==> src/hw/rtl/cps_pkg.sv <==
package cps_pkg;

  localparam int MaxProcesses = 16;
  localparam int TimeBits = 16;
  localparam int BurstBits = 12;
  localparam int PrioBits = 8;
  localparam int QuantBits = 8;
  localparam int CfgDataBits = 8;

  typedef enum logic [1:0] {
    FuncLoad  = 2'd0,
    FuncTick  = 2'd1,
    FuncClear = 2'd2
  } func_e;

  typedef enum logic [2:0] {
    PolFcfs  = 3'd0,
    PolSjf   = 3'd1,
    PolSrtn  = 3'd2,
    PolPrio  = 3'd3,
    PolPrioP = 3'd4,
    PolRr    = 3'd5
  } policy_e;

  localparam logic CfgPolicy = 1'b0;
  localparam logic CfgQuantum = 1'b1;

  // Scan kinds issued by the controller.
  typedef enum logic [2:0] {
    ScanBurst = 3'd0,
    ScanRem   = 3'd1,
    ScanPrio  = 3'd2,
    ScanFirst = 3'd3,
    ScanFrom  = 3'd4
  } scan_e;

  // Controller to datapath commands.
  typedef struct packed {
    logic load;
    logic clear;
    logic scan_start;
    scan_e kind;
    logic from_zero;
    logic keep_cur;
    logic commit;
  } cps_cmd_t;

  // Datapath to controller status.
  typedef struct packed {
    logic scan_done;
    logic sel_found;
    logic cur_live;
    logic rr_keep;
    logic start_nonzero;
  } cps_stat_t;

endpackage

==> src/hw/rtl/cps_if.sv <==
interface cps_in_if;
  import cps_pkg::*;
  logic valid;
  logic ready;
  logic [1:0] func;
  logic [TimeBits-1:0] arrival_time;
  logic [BurstBits-1:0] burst_time;
  logic [PrioBits-1:0] priority_level;
  modport source(output valid, func, arrival_time, burst_time, priority_level, input ready);
  modport sink(input valid, func, arrival_time, burst_time, priority_level, output ready);
endinterface

interface cps_out_if;
  import cps_pkg::*;
  logic valid;
  logic ready;
  logic [4:0] slot_process;
  logic finished;
  logic [4:0] finished_process;
  logic [TimeBits-1:0] completion_time;
  logic [TimeBits-1:0] turnaround;
  logic [TimeBits-1:0] waiting;
  logic all_done;
  modport source(output valid, slot_process, finished, finished_process, completion_time,
                 turnaround, waiting, all_done, input ready);
  modport sink(input valid, slot_process, finished, finished_process, completion_time,
               turnaround, waiting, all_done, output ready);
endinterface

==> src/hw/rtl/cps_datapath.sv <==
module cps_datapath (
  input  logic clk_i,
  input  logic rst_ni,
  input  cps_pkg::cps_cmd_t cmd_i,
  output cps_pkg::cps_stat_t stat_o,
  input  logic [cps_pkg::TimeBits-1:0] arrival_i,
  input  logic [cps_pkg::BurstBits-1:0] burst_i,
  input  logic [cps_pkg::PrioBits-1:0] prio_i,
  input  logic [cps_pkg::QuantBits-1:0] quantum_i,
  output logic [4:0] slot_o,
  output logic finished_o,
  output logic [4:0] fin_proc_o,
  output logic [cps_pkg::TimeBits-1:0] ct_o,
  output logic [cps_pkg::TimeBits-1:0] tat_o,
  output logic [cps_pkg::TimeBits-1:0] wt_o,
  output logic all_done_o
);
  import cps_pkg::*;

  localparam int MaxProc = MaxProcesses;
  localparam int TBits = TimeBits;
  localparam int IdxBits = $clog2(MaxProc);
  localparam int CntBits = $clog2(MaxProc + 1);
  localparam logic [TBits-1:0] TMax = '1;

  logic [TBits-1:0] arr_q [MaxProc];
  logic [BurstBits-1:0] bst_q [MaxProc];
  logic [BurstBits-1:0] rem_q [MaxProc];
  logic [PrioBits-1:0] pri_q [MaxProc];

  logic [CntBits-1:0] count_q, done_q;
  logic [TBits-1:0] time_q;
  logic [IdxBits-1:0] run_q;
  logic run_valid_q;
  logic [QuantBits-1:0] qused_q;

  // Scan state.
  logic busy_q, found_q, done_flag_q;
  logic [CntBits-1:0] pos_q;
  logic [IdxBits-1:0] best_q;
  logic [BurstBits-1:0] bv_q;
  scan_e kind_q;

  // Set when this tick kept the current runner.
  logic kept_q;

  logic [IdxBits-1:0] pi;
  logic in_range, ready_e, unfin;
  logic [BurstBits-1:0] key;
  logic [CntBits-1:0] start;
  logic [QuantBits-1:0] tq;

  assign pi = pos_q[IdxBits-1:0];
  assign in_range = pos_q < count_q;
  assign unfin = rem_q[pi] != '0;
  assign ready_e = (arr_q[pi] <= time_q) && unfin;
  assign tq = (quantum_i == '0) ? QuantBits'(1) : quantum_i;
  assign start = run_valid_q ? (CntBits'(run_q) + CntBits'(1)) : '0;

  always_comb begin
    case (kind_q)
      ScanBurst: key = bst_q[pi];
      ScanRem:   key = rem_q[pi];
      ScanPrio:  key = BurstBits'(pri_q[pi]);
      default:   key = '0;
    endcase
  end

  assign stat_o.cur_live = run_valid_q && (CntBits'(run_q) < count_q) && (rem_q[run_q] != '0);
  assign stat_o.rr_keep = stat_o.cur_live && (qused_q < tq);
  assign stat_o.start_nonzero = start != '0;
  assign stat_o.scan_done = done_flag_q;
  assign stat_o.sel_found = found_q;

  logic [IdxBits-1:0] s;
  logic [BurstBits-1:0] rem_new;
  logic [TBits-1:0] t_new, tat, wt;
  assign s = best_q;
  assign rem_new = rem_q[s] - BurstBits'(1);
  assign t_new = (time_q < TMax) ? time_q + TBits'(1) : time_q;
  assign tat = (t_new >= arr_q[s]) ? t_new - arr_q[s] : '0;
  assign wt = (tat >= TBits'(bst_q[s])) ? tat - TBits'(bst_q[s]) : '0;

  // Table storage.
  always_ff @(posedge clk_i) begin
    if (cmd_i.load && count_q < CntBits'(MaxProc)) begin
      arr_q[count_q[IdxBits-1:0]] <= arrival_i;
      bst_q[count_q[IdxBits-1:0]] <= (burst_i == '0) ? BurstBits'(1) : burst_i;
      rem_q[count_q[IdxBits-1:0]] <= (burst_i == '0) ? BurstBits'(1) : burst_i;
      pri_q[count_q[IdxBits-1:0]] <= prio_i;
    end else if (cmd_i.commit && found_q) begin
      rem_q[s] <= rem_new;
    end
  end

  // Result payload.
  always_ff @(posedge clk_i) begin
    if (cmd_i.commit) begin
      slot_o <= found_q ? 5'(s) + 5'd1 : '0;
      finished_o <= found_q && rem_new == '0;
      fin_proc_o <= (found_q && rem_new == '0) ? 5'(s) + 5'd1 : '0;
      ct_o <= (found_q && rem_new == '0) ? t_new : '0;
      tat_o <= (found_q && rem_new == '0) ? tat : '0;
      wt_o <= (found_q && rem_new == '0) ? wt : '0;
      all_done_o <= (done_q + CntBits'(found_q && rem_new == '0)) >= count_q;
    end
  end

  // Scheduler state and serial scan, one entry per cycle.
  always_ff @(posedge clk_i or negedge rst_ni) begin
    if (!rst_ni) begin
      count_q <= '0; done_q <= '0; time_q <= '0; run_q <= '0;
      run_valid_q <= 1'b0; qused_q <= '0; busy_q <= 1'b0; found_q <= 1'b0;
      done_flag_q <= 1'b0; pos_q <= '0; best_q <= '0;
      bv_q <= '0; kind_q <= ScanFirst;
    end else begin
      done_flag_q <= 1'b0;
      if (cmd_i.clear) begin
        count_q <= '0; done_q <= '0; time_q <= '0; run_q <= '0;
        run_valid_q <= 1'b0; qused_q <= '0;
      end else if (cmd_i.load) begin
        if (count_q < CntBits'(MaxProc)) count_q <= count_q + CntBits'(1);
      end else if (cmd_i.keep_cur) begin
        found_q <= 1'b1; best_q <= run_q; done_flag_q <= 1'b1;
      end else if (cmd_i.scan_start) begin
        busy_q <= 1'b1; kind_q <= cmd_i.kind; found_q <= 1'b0;
        pos_q <= (cmd_i.kind == ScanFrom && !cmd_i.from_zero) ? start : '0;
      end else if (busy_q) begin
        if (!in_range) begin
          busy_q <= 1'b0; done_flag_q <= 1'b1;
        end else begin
          pos_q <= pos_q + CntBits'(1);
          case (kind_q)
            ScanFirst: begin
              if (unfin) begin
                found_q <= ready_e; best_q <= pi; busy_q <= 1'b0; done_flag_q <= 1'b1;
              end
            end
            ScanFrom: begin
              if (ready_e) begin
                found_q <= 1'b1; best_q <= pi; busy_q <= 1'b0; done_flag_q <= 1'b1;
              end
            end
            default: begin
              if (ready_e && (!found_q || key < bv_q)) begin
                found_q <= 1'b1; best_q <= pi; bv_q <= key;
              end
            end
          endcase
        end
      end else if (cmd_i.commit) begin
        time_q <= t_new;
        if (found_q) begin
          if (!kept_q || run_q != s) qused_q <= QuantBits'(1);
          else if (qused_q != '1) qused_q <= qused_q + QuantBits'(1);
          run_q <= s; run_valid_q <= 1'b1;
          if (rem_new == '0) done_q <= done_q + CntBits'(1);
        end else begin
          run_valid_q <= 1'b0; qused_q <= '0;
        end
      end
    end
  end

  // Remember whether this tick kept the current runner.
  always_ff @(posedge clk_i or negedge rst_ni) begin
    if (!rst_ni) kept_q <= 1'b0;
    else if (cmd_i.keep_cur) kept_q <= 1'b1;
    else if (cmd_i.scan_start) kept_q <= 1'b0;
  end

endmodule

==> src/hw/rtl/cps_ctrl.sv <==
module cps_ctrl (
  input  logic clk_i,
  input  logic rst_ni,
  input  logic in_valid_i,
  output logic in_ready_o,
  input  logic [1:0] func_i,
  input  logic [2:0] policy_i,
  output logic out_valid_o,
  input  logic out_ready_i,
  output cps_pkg::cps_cmd_t cmd_o,
  input  cps_pkg::cps_stat_t stat_i
);
  import cps_pkg::*;

  typedef enum logic [4:0] {
    StIdle   = 5'b00001,
    StSel    = 5'b00010,
    StRetry  = 5'b00100,
    StWait   = 5'b01000,
    StCommit = 5'b10000
  } state_e;

  state_e state_q, state_d;
  logic out_valid_q, out_valid_d;
  logic [2:0] mode;
  logic acc;

  assign mode = (policy_i > PolRr) ? PolFcfs : policy_i;
  assign in_ready_o = (state_q == StIdle) && !out_valid_q;
  assign acc = in_valid_i && in_ready_o;
  assign out_valid_o = out_valid_q;

  always_comb begin
    state_d = state_q;
    out_valid_d = out_valid_q && !out_ready_i;
    cmd_o = '0;
    cmd_o.kind = ScanFirst;
    case (state_q)
      StIdle: begin
        if (acc) begin
          case (func_i)
            FuncLoad:  cmd_o.load = 1'b1;
            FuncClear: cmd_o.clear = 1'b1;
            FuncTick: begin
              state_d = StWait;
              case (mode)
                PolSrtn:  begin cmd_o.scan_start = 1'b1; cmd_o.kind = ScanRem; end
                PolPrioP: begin cmd_o.scan_start = 1'b1; cmd_o.kind = ScanPrio; end
                PolRr: begin
                  if (stat_i.rr_keep) cmd_o.keep_cur = 1'b1;
                  else begin
                    cmd_o.scan_start = 1'b1; cmd_o.kind = ScanFrom; state_d = StSel;
                  end
                end
                default: begin
                  if (stat_i.cur_live) cmd_o.keep_cur = 1'b1;
                  else begin
                    cmd_o.scan_start = 1'b1;
                    cmd_o.kind = (mode == PolSjf) ? ScanBurst :
                                 (mode == PolPrio) ? ScanPrio : ScanFirst;
                  end
                end
              endcase
            end
            default: ;
          endcase
        end
      end
      StSel: begin
        if (stat_i.scan_done) begin
          if (!stat_i.sel_found && stat_i.start_nonzero) begin
            cmd_o.scan_start = 1'b1; cmd_o.kind = ScanFrom; cmd_o.from_zero = 1'b1;
            state_d = StWait;
          end else state_d = StCommit;
        end
      end
      StRetry: state_d = StWait;
      StWait: if (stat_i.scan_done) state_d = StCommit;
      StCommit: begin
        cmd_o.commit = 1'b1; out_valid_d = 1'b1; state_d = StIdle;
      end
      default: state_d = StIdle;
    endcase
  end

  always_ff @(posedge clk_i or negedge rst_ni) begin
    if (!rst_ni) begin
      state_q <= StIdle; out_valid_q <= 1'b0;
    end else begin
      state_q <= state_d; out_valid_q <= out_valid_d;
    end
  end
endmodule

==> src/hw/rtl/cpu_process_scheduler_top.sv <==
// A tick that picks a new runner scans the table serially, one entry per cycle;
// in round robin the scan wraps to entry zero if the first pass finds no one.
// Load and clear items produce no result.
// One item at a time; a new item is taken once the result has been delivered.
// Asynchronous active-low reset empties the table, zeroes time and sets
// policy to FCFS with a quantum of one.
module cpu_process_scheduler_top (
  input  logic clk_i,
  input  logic rst_ni,
  cps_in_if.sink in_if,
  cps_out_if.source out_if,
  input  logic cfg_we_i,
  input  logic cfg_index_i,
  input  logic [cps_pkg::CfgDataBits-1:0] cfg_data_i
);
  import cps_pkg::*;

  logic [2:0] policy_q;
  logic [QuantBits-1:0] quantum_q;
  cps_cmd_t cmd;
  cps_stat_t stat;

  // Configuration registers.
  always_ff @(posedge clk_i or negedge rst_ni) begin
    if (!rst_ni) begin
      policy_q <= PolFcfs; quantum_q <= QuantBits'(1);
    end else if (cfg_we_i) begin
      if (cfg_index_i == CfgPolicy) policy_q <= cfg_data_i[2:0];
      else quantum_q <= cfg_data_i[QuantBits-1:0];
    end
  end

  cps_ctrl u_ctrl (
    .clk_i, .rst_ni,
    .in_valid_i(in_if.valid), .in_ready_o(in_if.ready), .func_i(in_if.func),
    .policy_i(policy_q), .out_valid_o(out_if.valid), .out_ready_i(out_if.ready),
    .cmd_o(cmd), .stat_i(stat)
  );

  cps_datapath u_dp (
    .clk_i, .rst_ni, .cmd_i(cmd), .stat_o(stat),
    .arrival_i(in_if.arrival_time), .burst_i(in_if.burst_time),
    .prio_i(in_if.priority_level), .quantum_i(quantum_q),
    .slot_o(out_if.slot_process), .finished_o(out_if.finished),
    .fin_proc_o(out_if.finished_process), .ct_o(out_if.completion_time),
    .tat_o(out_if.turnaround), .wt_o(out_if.waiting), .all_done_o(out_if.all_done)
  );
endmodule
==> src/flat_wrapper.sv <==
// flat-port wrapper written by rule: the top's interface ports become plain ports
module cpu_process_scheduler_top_flat import cps_pkg::*;
  (clk_i, rst_ni, cfg_we_i, cfg_index_i, cfg_data_i, in_if_valid, in_if_func, in_if_arrival_time, in_if_burst_time, in_if_priority_level, in_if_ready, out_if_valid, out_if_slot_process, out_if_finished, out_if_finished_process, out_if_completion_time, out_if_turnaround, out_if_waiting, out_if_all_done, out_if_ready);
  cps_in_if in_if_i ();
  cps_out_if out_if_i ();
  input  logic clk_i;
  input  logic rst_ni;
  input  logic cfg_we_i;
  input  logic cfg_index_i;
  input  logic [cps_pkg::CfgDataBits-1:0] cfg_data_i;
  input wire logic [$bits(in_if_i.valid)-1:0] in_if_valid;
  input wire logic [$bits(in_if_i.func)-1:0] in_if_func;
  input wire logic [$bits(in_if_i.arrival_time)-1:0] in_if_arrival_time;
  input wire logic [$bits(in_if_i.burst_time)-1:0] in_if_burst_time;
  input wire logic [$bits(in_if_i.priority_level)-1:0] in_if_priority_level;
  output wire logic [$bits(in_if_i.ready)-1:0] in_if_ready;
  output wire logic [$bits(out_if_i.valid)-1:0] out_if_valid;
  output wire logic [$bits(out_if_i.slot_process)-1:0] out_if_slot_process;
  output wire logic [$bits(out_if_i.finished)-1:0] out_if_finished;
  output wire logic [$bits(out_if_i.finished_process)-1:0] out_if_finished_process;
  output wire logic [$bits(out_if_i.completion_time)-1:0] out_if_completion_time;
  output wire logic [$bits(out_if_i.turnaround)-1:0] out_if_turnaround;
  output wire logic [$bits(out_if_i.waiting)-1:0] out_if_waiting;
  output wire logic [$bits(out_if_i.all_done)-1:0] out_if_all_done;
  input wire logic [$bits(out_if_i.ready)-1:0] out_if_ready;
  assign in_if_i.valid = in_if_valid;
  assign in_if_i.func = in_if_func;
  assign in_if_i.arrival_time = in_if_arrival_time;
  assign in_if_i.burst_time = in_if_burst_time;
  assign in_if_i.priority_level = in_if_priority_level;
  assign in_if_ready = in_if_i.ready;
  assign out_if_valid = out_if_i.valid;
  assign out_if_slot_process = out_if_i.slot_process;
  assign out_if_finished = out_if_i.finished;
  assign out_if_finished_process = out_if_i.finished_process;
  assign out_if_completion_time = out_if_i.completion_time;
  assign out_if_turnaround = out_if_i.turnaround;
  assign out_if_waiting = out_if_i.waiting;
  assign out_if_all_done = out_if_i.all_done;
  assign out_if_i.ready = out_if_ready;
  cpu_process_scheduler_top u_core (.clk_i(clk_i), .rst_ni(rst_ni), .in_if(in_if_i), .out_if(out_if_i), .cfg_we_i(cfg_we_i), .cfg_index_i(cfg_index_i), .cfg_data_i(cfg_data_i));
endmodule
==> config.mk <==
export PLATFORM = sky130hd
export DESIGN_NAME = cpu_process_scheduler_top_flat
export DESIGN_NICKNAME = d
export VERILOG_FILES = /design/src/hw/rtl/cps_pkg.sv /design/src/hw/rtl/cps_if.sv /design/src/hw/rtl/cps_datapath.sv /design/src/hw/rtl/cps_ctrl.sv /design/src/hw/rtl/cpu_process_scheduler_top.sv /design/src/flat_wrapper.sv
export SDC_FILE = /design/constraint.sdc
export NUM_CORES = 2
export LEC_CHECK = 0
export BUFFER_PORTS_ARGS = -buffer_cell sky130_fd_sc_hd__buf_4
export CORE_MARGIN = 4
export CORE_UTILIZATION = 46
export DETAILED_ROUTE_END_ITERATION = 7
export GPL_ROUTABILITY_DRIVEN = 0
export PLACE_DENSITY_LB_ADDON = 0.05
export SLEW_MARGIN = 20
export SYNTH_ARGS = -nofsm -noshare
export SYNTH_HDL_FRONTEND = slang
export SYNTH_HIERARCHICAL = 1
export SYNTH_SLANG_ARGS = --single-unit
==> constraint.sdc <==
create_clock -name clk_i -period 17.1 [get_ports clk_i]
set_input_delay 0.855 -clock clk_i [delete_from_list [all_inputs] [get_ports clk_i]]
set_output_delay 0.855 -clock clk_i [all_outputs]
set_load 0.005 [all_outputs]
=== Word level (Yosys, flattened, before mapping) ===
Memories as Yosys holds them, arrays and structs flattened.
Cells that the tools add are included.

* Add/subtract/negate cells: 11
* Order comparisons: 11
* Eq/ne operators: 33
* Muxes and demuxes: 122
* Bitwise gates (word level): 6
* Reductions and logical operators: 60

{| class="wikitable"
|+ Operators with widths
! operator !! number
|-
| $mux W16 || 8
|-
| $mux W5 || 23
|-
| $mux W4 || 20
|-
| $mux W8 || 10
|-
| $mux W1 || 46
|-
| $pmux W12 S3 || 1
|-
| $logic_not A12 Y1 || 2
|-
| $mux W12 || 2
|-
| $reduce_bool A12 Y1 || 2
|-
| $pmux W5 S4 || 1
|-
| $reduce_bool A2 Y1 || 10
|-
| $add A16 B1 Y16 const B || 1
|-
| $ge A16 B12 Y1 || 1
|-
| $ge A16 B16 Y1 || 1
|-
| $le A16 B16 Y1 || 1
|-
| $lt A16 B16 Y1 const B || 1
|-
| $pmux W4 S2 || 2
|-
| $reduce_and A8 Y1 || 2
|-
| $sub A16 B12 Y16 || 1
|-
| $sub A16 B16 Y16 || 1
|-
| $add A5 B1 Y5 const B || 3
|-
| $reduce_and A7 Y1 || 2
|-
| $logic_and A1 B1 Y1 || 13
|-
| $eq A3 B2 Y1 const B || 4
|-
| other kinds (48) || 85
|}

* Bits in registers: 144
* Bits in writable memories: 768
* Input port bits: 52
* Word-level logic and storage cells: 272
* Memories kept: 4

{| class="wikitable"
|+ Memories
! memory !! words !! width !! rd ports !! clocked after memory_dff !! wr ports !! line !! RTL
|-
| u_core.u_dp.arr_q || 16 || 16 || 2 || 0 || 1 || cps_datapath.sv:26 || <nowiki>logic [TBits-1:0] arr_q [MaxProc];</nowiki>
|-
| u_core.u_dp.bst_q || 16 || 12 || 2 || 0 || 1 || cps_datapath.sv:27 || <nowiki>logic [BurstBits-1:0] bst_q [MaxProc];</nowiki>
|-
| u_core.u_dp.rem_q || 16 || 12 || 3 || 0 || 1 || cps_datapath.sv:28 || <nowiki>logic [BurstBits-1:0] rem_q [MaxProc];</nowiki>
|-
| u_core.u_dp.pri_q || 16 || 8 || 1 || 0 || 1 || cps_datapath.sv:29 || <nowiki>logic [PrioBits-1:0] pri_q [MaxProc];</nowiki>
|}

=== Longest topological paths before layout ===
* Depth after elaboration: 15
* Mapped depth: 33
* Depth with buffers taken out: 27

=== By module ===
Netlist, hierarchy kept.

{| class="wikitable"
|+ By module, submodules not included
! module !! times used !! cells each !! area an instance (sq um) !! seq. area each (sq um)
|-
| cps_datapath || 1 || 2663 || 44246.2 || 26543.0
|-
| cps_ctrl || 1 || 60 || 479.2 || 126.4
|-
| cpu_process_scheduler_top || 1 || 24 || 412.9 || 276.5
|}

=== Worst setup path after synthesis ===
OpenSTA, ideal clock, no wires.

* Path kind: register to register
* Start point: register u_core.u_ctrl.state_q[4]
* End point: memory u_core.u_dp.rem_q[0][6], data pin
* Data arrival time: 9.249 ns
* Data required time: 16.749 ns
* Path slack: 7.500 ns
* Stages on the path, launching flop included: 5
* Path buffers: 0
* Clock period less this slack: 9.600 ns
* Cell sequence: dfrtp_1 -> inv_1 -> nor4_1 -> nand3_1 -> o31ai_1

{| class="wikitable"
|+ RTL lines
! what !! line !! RTL
|-
| from (decl) || cps_ctrl.sv:23 || <nowiki>state_e state_q, state_d;</nowiki>
|-
| from (signal assigned) || cps_ctrl.sv:90 || <nowiki>state_q <= state_d; out_valid_q <= out_valid_d;</nowiki>
|-
| to (decl) || cps_datapath.sv:28 ||
|}

=== Worst setup path in the final report ===
* Start point: register u_core.u_dp.best_q[0]
* End point: register u_core/u_dp/wt_o[9] in the netlist's numbering, data pin

* Cells in the longest elaborated chain, start to end: 5
* Elaborated cells on any way between the ends: 12
* Those cells by class: add/sub: 3; order compare: 2; mux: 1; reduce/logical: 3; memory: 3

{| class="wikitable"
|+ RTL lines
! what !! line !! RTL
|-
| from (decl) || cps_datapath.sv:40 || <nowiki>logic [IdxBits-1:0] best_q;</nowiki>
|-
| from (signal assigned) || cps_datapath.sv:114 || <nowiki>done_flag_q <= 1'b0; pos_q <= '0; best_q <= '0;</nowiki>
|-
| from (signal assigned) || cps_datapath.sv:124 || <nowiki>found_q <= 1'b1; best_q <= run_q; done_flag_q <= 1'b1;</nowiki>
|-
| from (signal assigned) || cps_datapath.sv:136 || <nowiki>found_q <= ready_e; best_q <= pi; busy_q <= 1'b0; done_flag_q <= 1'b1;</nowiki>
|-
| $mem_v2 Z16 W16 (*) || -- ||
|-
| $sub A16 B16 Y16 or $ge A16 B16 Y1 (tied branches) || cps_datapath.sv:81 || <nowiki>assign tat = (t_new >= arr_q[s]) ? t_new - arr_q[s] : '0;</nowiki>
|-
| $mux W16 (*) || cps_datapath.sv:81 ||
|-
| named net u_core.u_dp.tat[5] || cps_datapath.sv:77 || <nowiki>logic [TBits-1:0] t_new, tat, wt;</nowiki>
|-
| $ge A16 B12 Y1 || cps_datapath.sv:82 || <nowiki>assign wt = (tat >= TBits'(bst_q[s])) ? tat - TBits'(bst_q[s]) : '0;</nowiki>
|-
| $reduce_and A2 Y1 (no line) || -- ||
|-
| to (signal assigned) || cps_datapath.sv:104 || <nowiki>wt_o <= (found_q && rem_new == '0) ? wt : '0;</nowiki>
|-
| to (decl) || cps_datapath.sv:15 || <nowiki>output logic [cps_pkg::TimeBits-1:0] wt_o,</nowiki>
|}

Mark *: on every way through the listed nets, which the timed path passes. The rest lies on a longest branch.
A chain may end at the register's enable or synchronous reset.

==> summary.txt <==
Final layout
  • P&R area growth vs syn: 12.53%
  • Fill cells: 7,760
  • Finished Cell Area: 50,790 um^2
  • Share of cells above drive strength 1: 28.65%
  • Post-layout nets: 2,995

Run
  • Max-capacitance violation count: 0

Placement
  • Port Buffers: 113
  • Dpl cell area: 47,470 um^2
  • DP Wirelength: 84,380 um

Logic synthesis
  • Post-Syn Area: 45,140 um^2
  • Top post-synthesis cells by area: edfxtp_1 55%, mux4_2 21%, dfrtp_1 4.4%
  • Seq/Total Area, Yosys: 59.70%
  • Post-synth EDFFs: 828
  • Prevailing post-synth register cell: edfxtp_1
  • Syn nets: 2,887
  • Synth cell types: 83
  • Most common library cells after synthesis: 828 x edfxtp_1, 424 x mux4_2, 159 x nor2_1
  • Synth warn: 6
  • Average size of a mapped cell: 16.43 um^2
  • Synth area leader: edfxtp_1
  • Seq cells post-synth: 911
  • Cell with the most instances after synthesis: edfxtp_1
  • Async SR Flop Fraction: 9.111%
  • Post-Syn Instances: 2,747
  • Share of the synthesized area in the top cell type: 55.08%

Die
  • Die X: 321.3 um
  • Core region area: 96,990 um^2
  • Starting Density: 46.54%
  • Die Area: 103,200 um^2
  • Number of core rows: 114
  • Die H: 321.3 um
  • I/O pin cnt: 114

Pwr
  • Sw power: 2.873 mW
  • Clock power frac: 26.8%
  • Int Pwr: 5.271 mW
  • Sequential share of power: 33.1%
  • Maximum VDD drop: 100.9 uV
  • Combinational power share: 40.1%
  • Pwr dens: 160.4 nW/um^2
  • Sw Share: 35.28%
  • Leakage dissipation: 17.05 nW

Worst setup path
  • Slowest CP cell: buf_4
  • Crit-path cells: buf_12 -> buf_4 -> mux4_2 -> mux2i_1 -> mux2_2 -> a21oi_1 -> o41ai_2 -> o2111ai_1 -> a21oi_1 -> o22ai_1 -> buf_4 -> nor3_1 -> ha_1 -> a21o_1 -> a21o_1 -> a221oi_1 -> o21bai_1 -> a21oi_1 -> o21ai_0 -> or2_2 -> a21oi_2 -> nor3_1
  • FF-to-FF setup slack: 9320 ps
  • Crit Path Class: flop to flop
  • Crit path DAT: 8170 ps
  • CP bufs+invs: 3
  • Capture point of the critical path: u_core/u_dp/wt_o[9]
  • Max incr delay on CP: 670 ps
  • Crit end category: flop
  • Reg2Reg Depth: 22
  • Worst-path fanout max: 100
  • Instance count on the critical path: 22
  • Cell mode on critical path: a21oi_1
  • Capturing point of the worst reg2reg path: u_core/u_dp/wt_o[9]
  • CP delay by family, top: compound AO/OA/AOI/OAI gates
  • CP required: 17,490 ps
  • CP startpoint: u_core/u_dp/best_q[0]
  • Critical register-to-register path startpoint: u_core/u_dp/best_q[0]
  • Startpoint types: flop

Routing
  • Routed WL: 132,000 um
  • Initial DRT Pass Iterations: 5
  • Via-to-Cell Ratio: 6.486
  • Iter 0 DRT Violations: 2,721
  • DRC: 0
  • Wire per inst: 31.30 um
  • Via count: 27,360
  • ANT nets after route: 0

Clock network
  • Clk buf depth: 3
  • CTS tree: done
  • CTS buffer count: 98
  • Worst skew pair latency: 670 ps
  • Worst-path clk slew: 60 ps
  • Post-CTS setup buffers: 0
  • Total clock sinks: 911
  • Clock Root Buffer: clkbuf_16
  • H-tree depth: 3
  • Post-cts resize count: 0
  • Post-CTS Hold Fix Bufs: 0

STA
  • Min Tclk post-route: 7779 ps
  • # setup viols final: 0
  • Final Cycle Share: 45.49%
  • Final Hold Fails: 0
  • Slew at the pin with the worst max-slew slack: 1002 ps
  • Setup TNS: 0 ps
  • Layout Skew: 19.41 ps
  • Maximum clock rate: 128.6 MHz
  • Fin. max-slew vios: 0
  • Rel. slew slack: 32.86%
  • Hold slack: 67.62 ps
  • RSZ-0062 raised after global routing: no

GRT
  • Largest net degree at the start of global routing: 128
  • Grt ovf: 0
  • Gr usage total: 25.68%
  • First-pass GRT wire length: 192,700 um
  • Antenna violations before repair: 6
  • Vias in the first global route: 27,687

Outcome
  • Outcome: finished, final reports clean

Hold path
  • Hold Crit Class: input pin to async pin
==> registers in the layout, summed over array words and instances, names as in the netlist, 3 cells and up <==
register,count
u_core/u_dp/arr_q,256
u_core/u_dp/bst_q,192
u_core/u_dp/rem_q,192
u_core/u_dp/pri_q,128
u_core/u_dp/ct_o,16
u_core/u_dp/tat_o,16
u_core/u_dp/time_q,16
u_core/u_dp/wt_o,16
u_core/u_dp/bv_q,12
u_core/quantum_q,8
u_core/u_dp/qused_q,8
u_core/u_dp/count_q,5
u_core/u_dp/done_q,5
u_core/u_dp/fin_proc_o,5
u_core/u_dp/pos_q,5
u_core/u_dp/slot_o,5
u_core/u_ctrl/state_q,4
u_core/u_dp/best_q,4
u_core/u_dp/run_q,4
u_core/policy_q,3
u_core/u_dp/kind_q,3
==> layer usage <==
| metal | vias to the layer above | share of wire, % | wire length (um) | GRT usage (%) |
|---|---|---|---|---|
| li1 | 11411 | - | - | - |
| met1 | 14485 | 41 | 54420 | 36.14 |
| met2 | 1273 | 49 | 64220 | 42.33 |
| met3 | 189 | 8.0 | 10610 | 4.455 |
| met4 | 2 | 2.1 | 2781 | 6.046 |
| met5 | - | 0.0076 | 10 | 0 |
==> how the worst min path moves through the flow <==
stage | to | startpoint | slack [ps]
floorplan | u_core/u_dp/kept_q | u_core/u_dp/kept_q | 450
global placement | u_core/u_dp/bv_q[0] | u_core/u_dp/bv_q[0] | 490
detailed placement | u_core/u_dp/bv_q[0] | u_core/u_dp/bv_q[0] | 500
CTS | u_core/quantum_q[7] | rst_ni | 30
global route | u_core/quantum_q[2] | rst_ni | 50
finish | u_core/quantum_q[2] | rst_ni | 70
==> logic make-up after synthesis <==
| group | share of synthesized area [%] |
|---|---|
| xor gates and xnor gates | 1.397 |
| muxes | 22.70 |
| AOI/OAI and AO/OA | 4.291 |
| adders and majority gates | 2.517 |
| and+or+nand+nor | 6.994 |
| DFF | 59.70 |
| buffers and inverters | 2.403 |
==> power groups by stage <==
stage | logic (mW) | registers, mW | clock network [mW]
floorplan | 2.41 | 2.57 | 0
global placement | 3.22 | 2.74 | 0
detailed placement | 3.25 | 2.74 | 0
CTS | 3.26 | 2.70 | 2.23
global route | 3.48 | 2.71 | 2.34
finish | 3.27 | 2.70 | 2.18
==> final cells by class <==
| class | count | area [um^2] | share of cell area [%] |
|---|---|---|---|
| sequential | 911 | 26970 | 53.10 |
| multi-input combinational | 1569 | 17170 | 33.81 |
| clock buffer | 120 | 2566 | 5.052 |
| tap | 1276 | 1597 | 3.143 |
| timing repair buffer | 177 | 1366 | 2.690 |
| clock inverter | 64 | 744.5 | 1.466 |
| inverter | 98 | 369.1 | 0.7267 |
| antenna | 3 | 7.507 | 0.01478 |
==> stage by stage <==
step | instances | utilization (%) | power, mW | worst slack (ps)
finish | 4218 | 52.37 | 8.145 | 9321
global route | 4215 | 52.36 | 8.523 | 8741
CTS | 4215 | 52.36 | 8.187 | 8927
detailed placement | 4031 | 48.94 | 5.988 | 8928
global placement | 4031 | 48.94 | 5.962 | 9135
floorplan | 2747 | - | 4.978 | 7500
==> cell usage in the layout, fill, tap and decap left out, types with 27 or more instances in the layout <==
cell type	netlist	layout
a21o_1	28	28
a21oi_1	79	78
buf_4	6	174
clkbuf_16	0	99
clkinv_2	0	28
dfrtp_1	79	72
edfxtp_1	828	828
ha_1	86	86
inv_1	93	93
mux2_2	30	30
mux2i_1	36	36
mux4_2	424	424
nand2_1	120	120
nand3_1	33	33
nand4_1	27	27
nor2_1	159	155
nor2b_1	33	33
nor3_1	83	83
nor4_1	53	51
o21ai_0	62	62
xnor2_1	49	49
(Power assumes the default switching activity.)
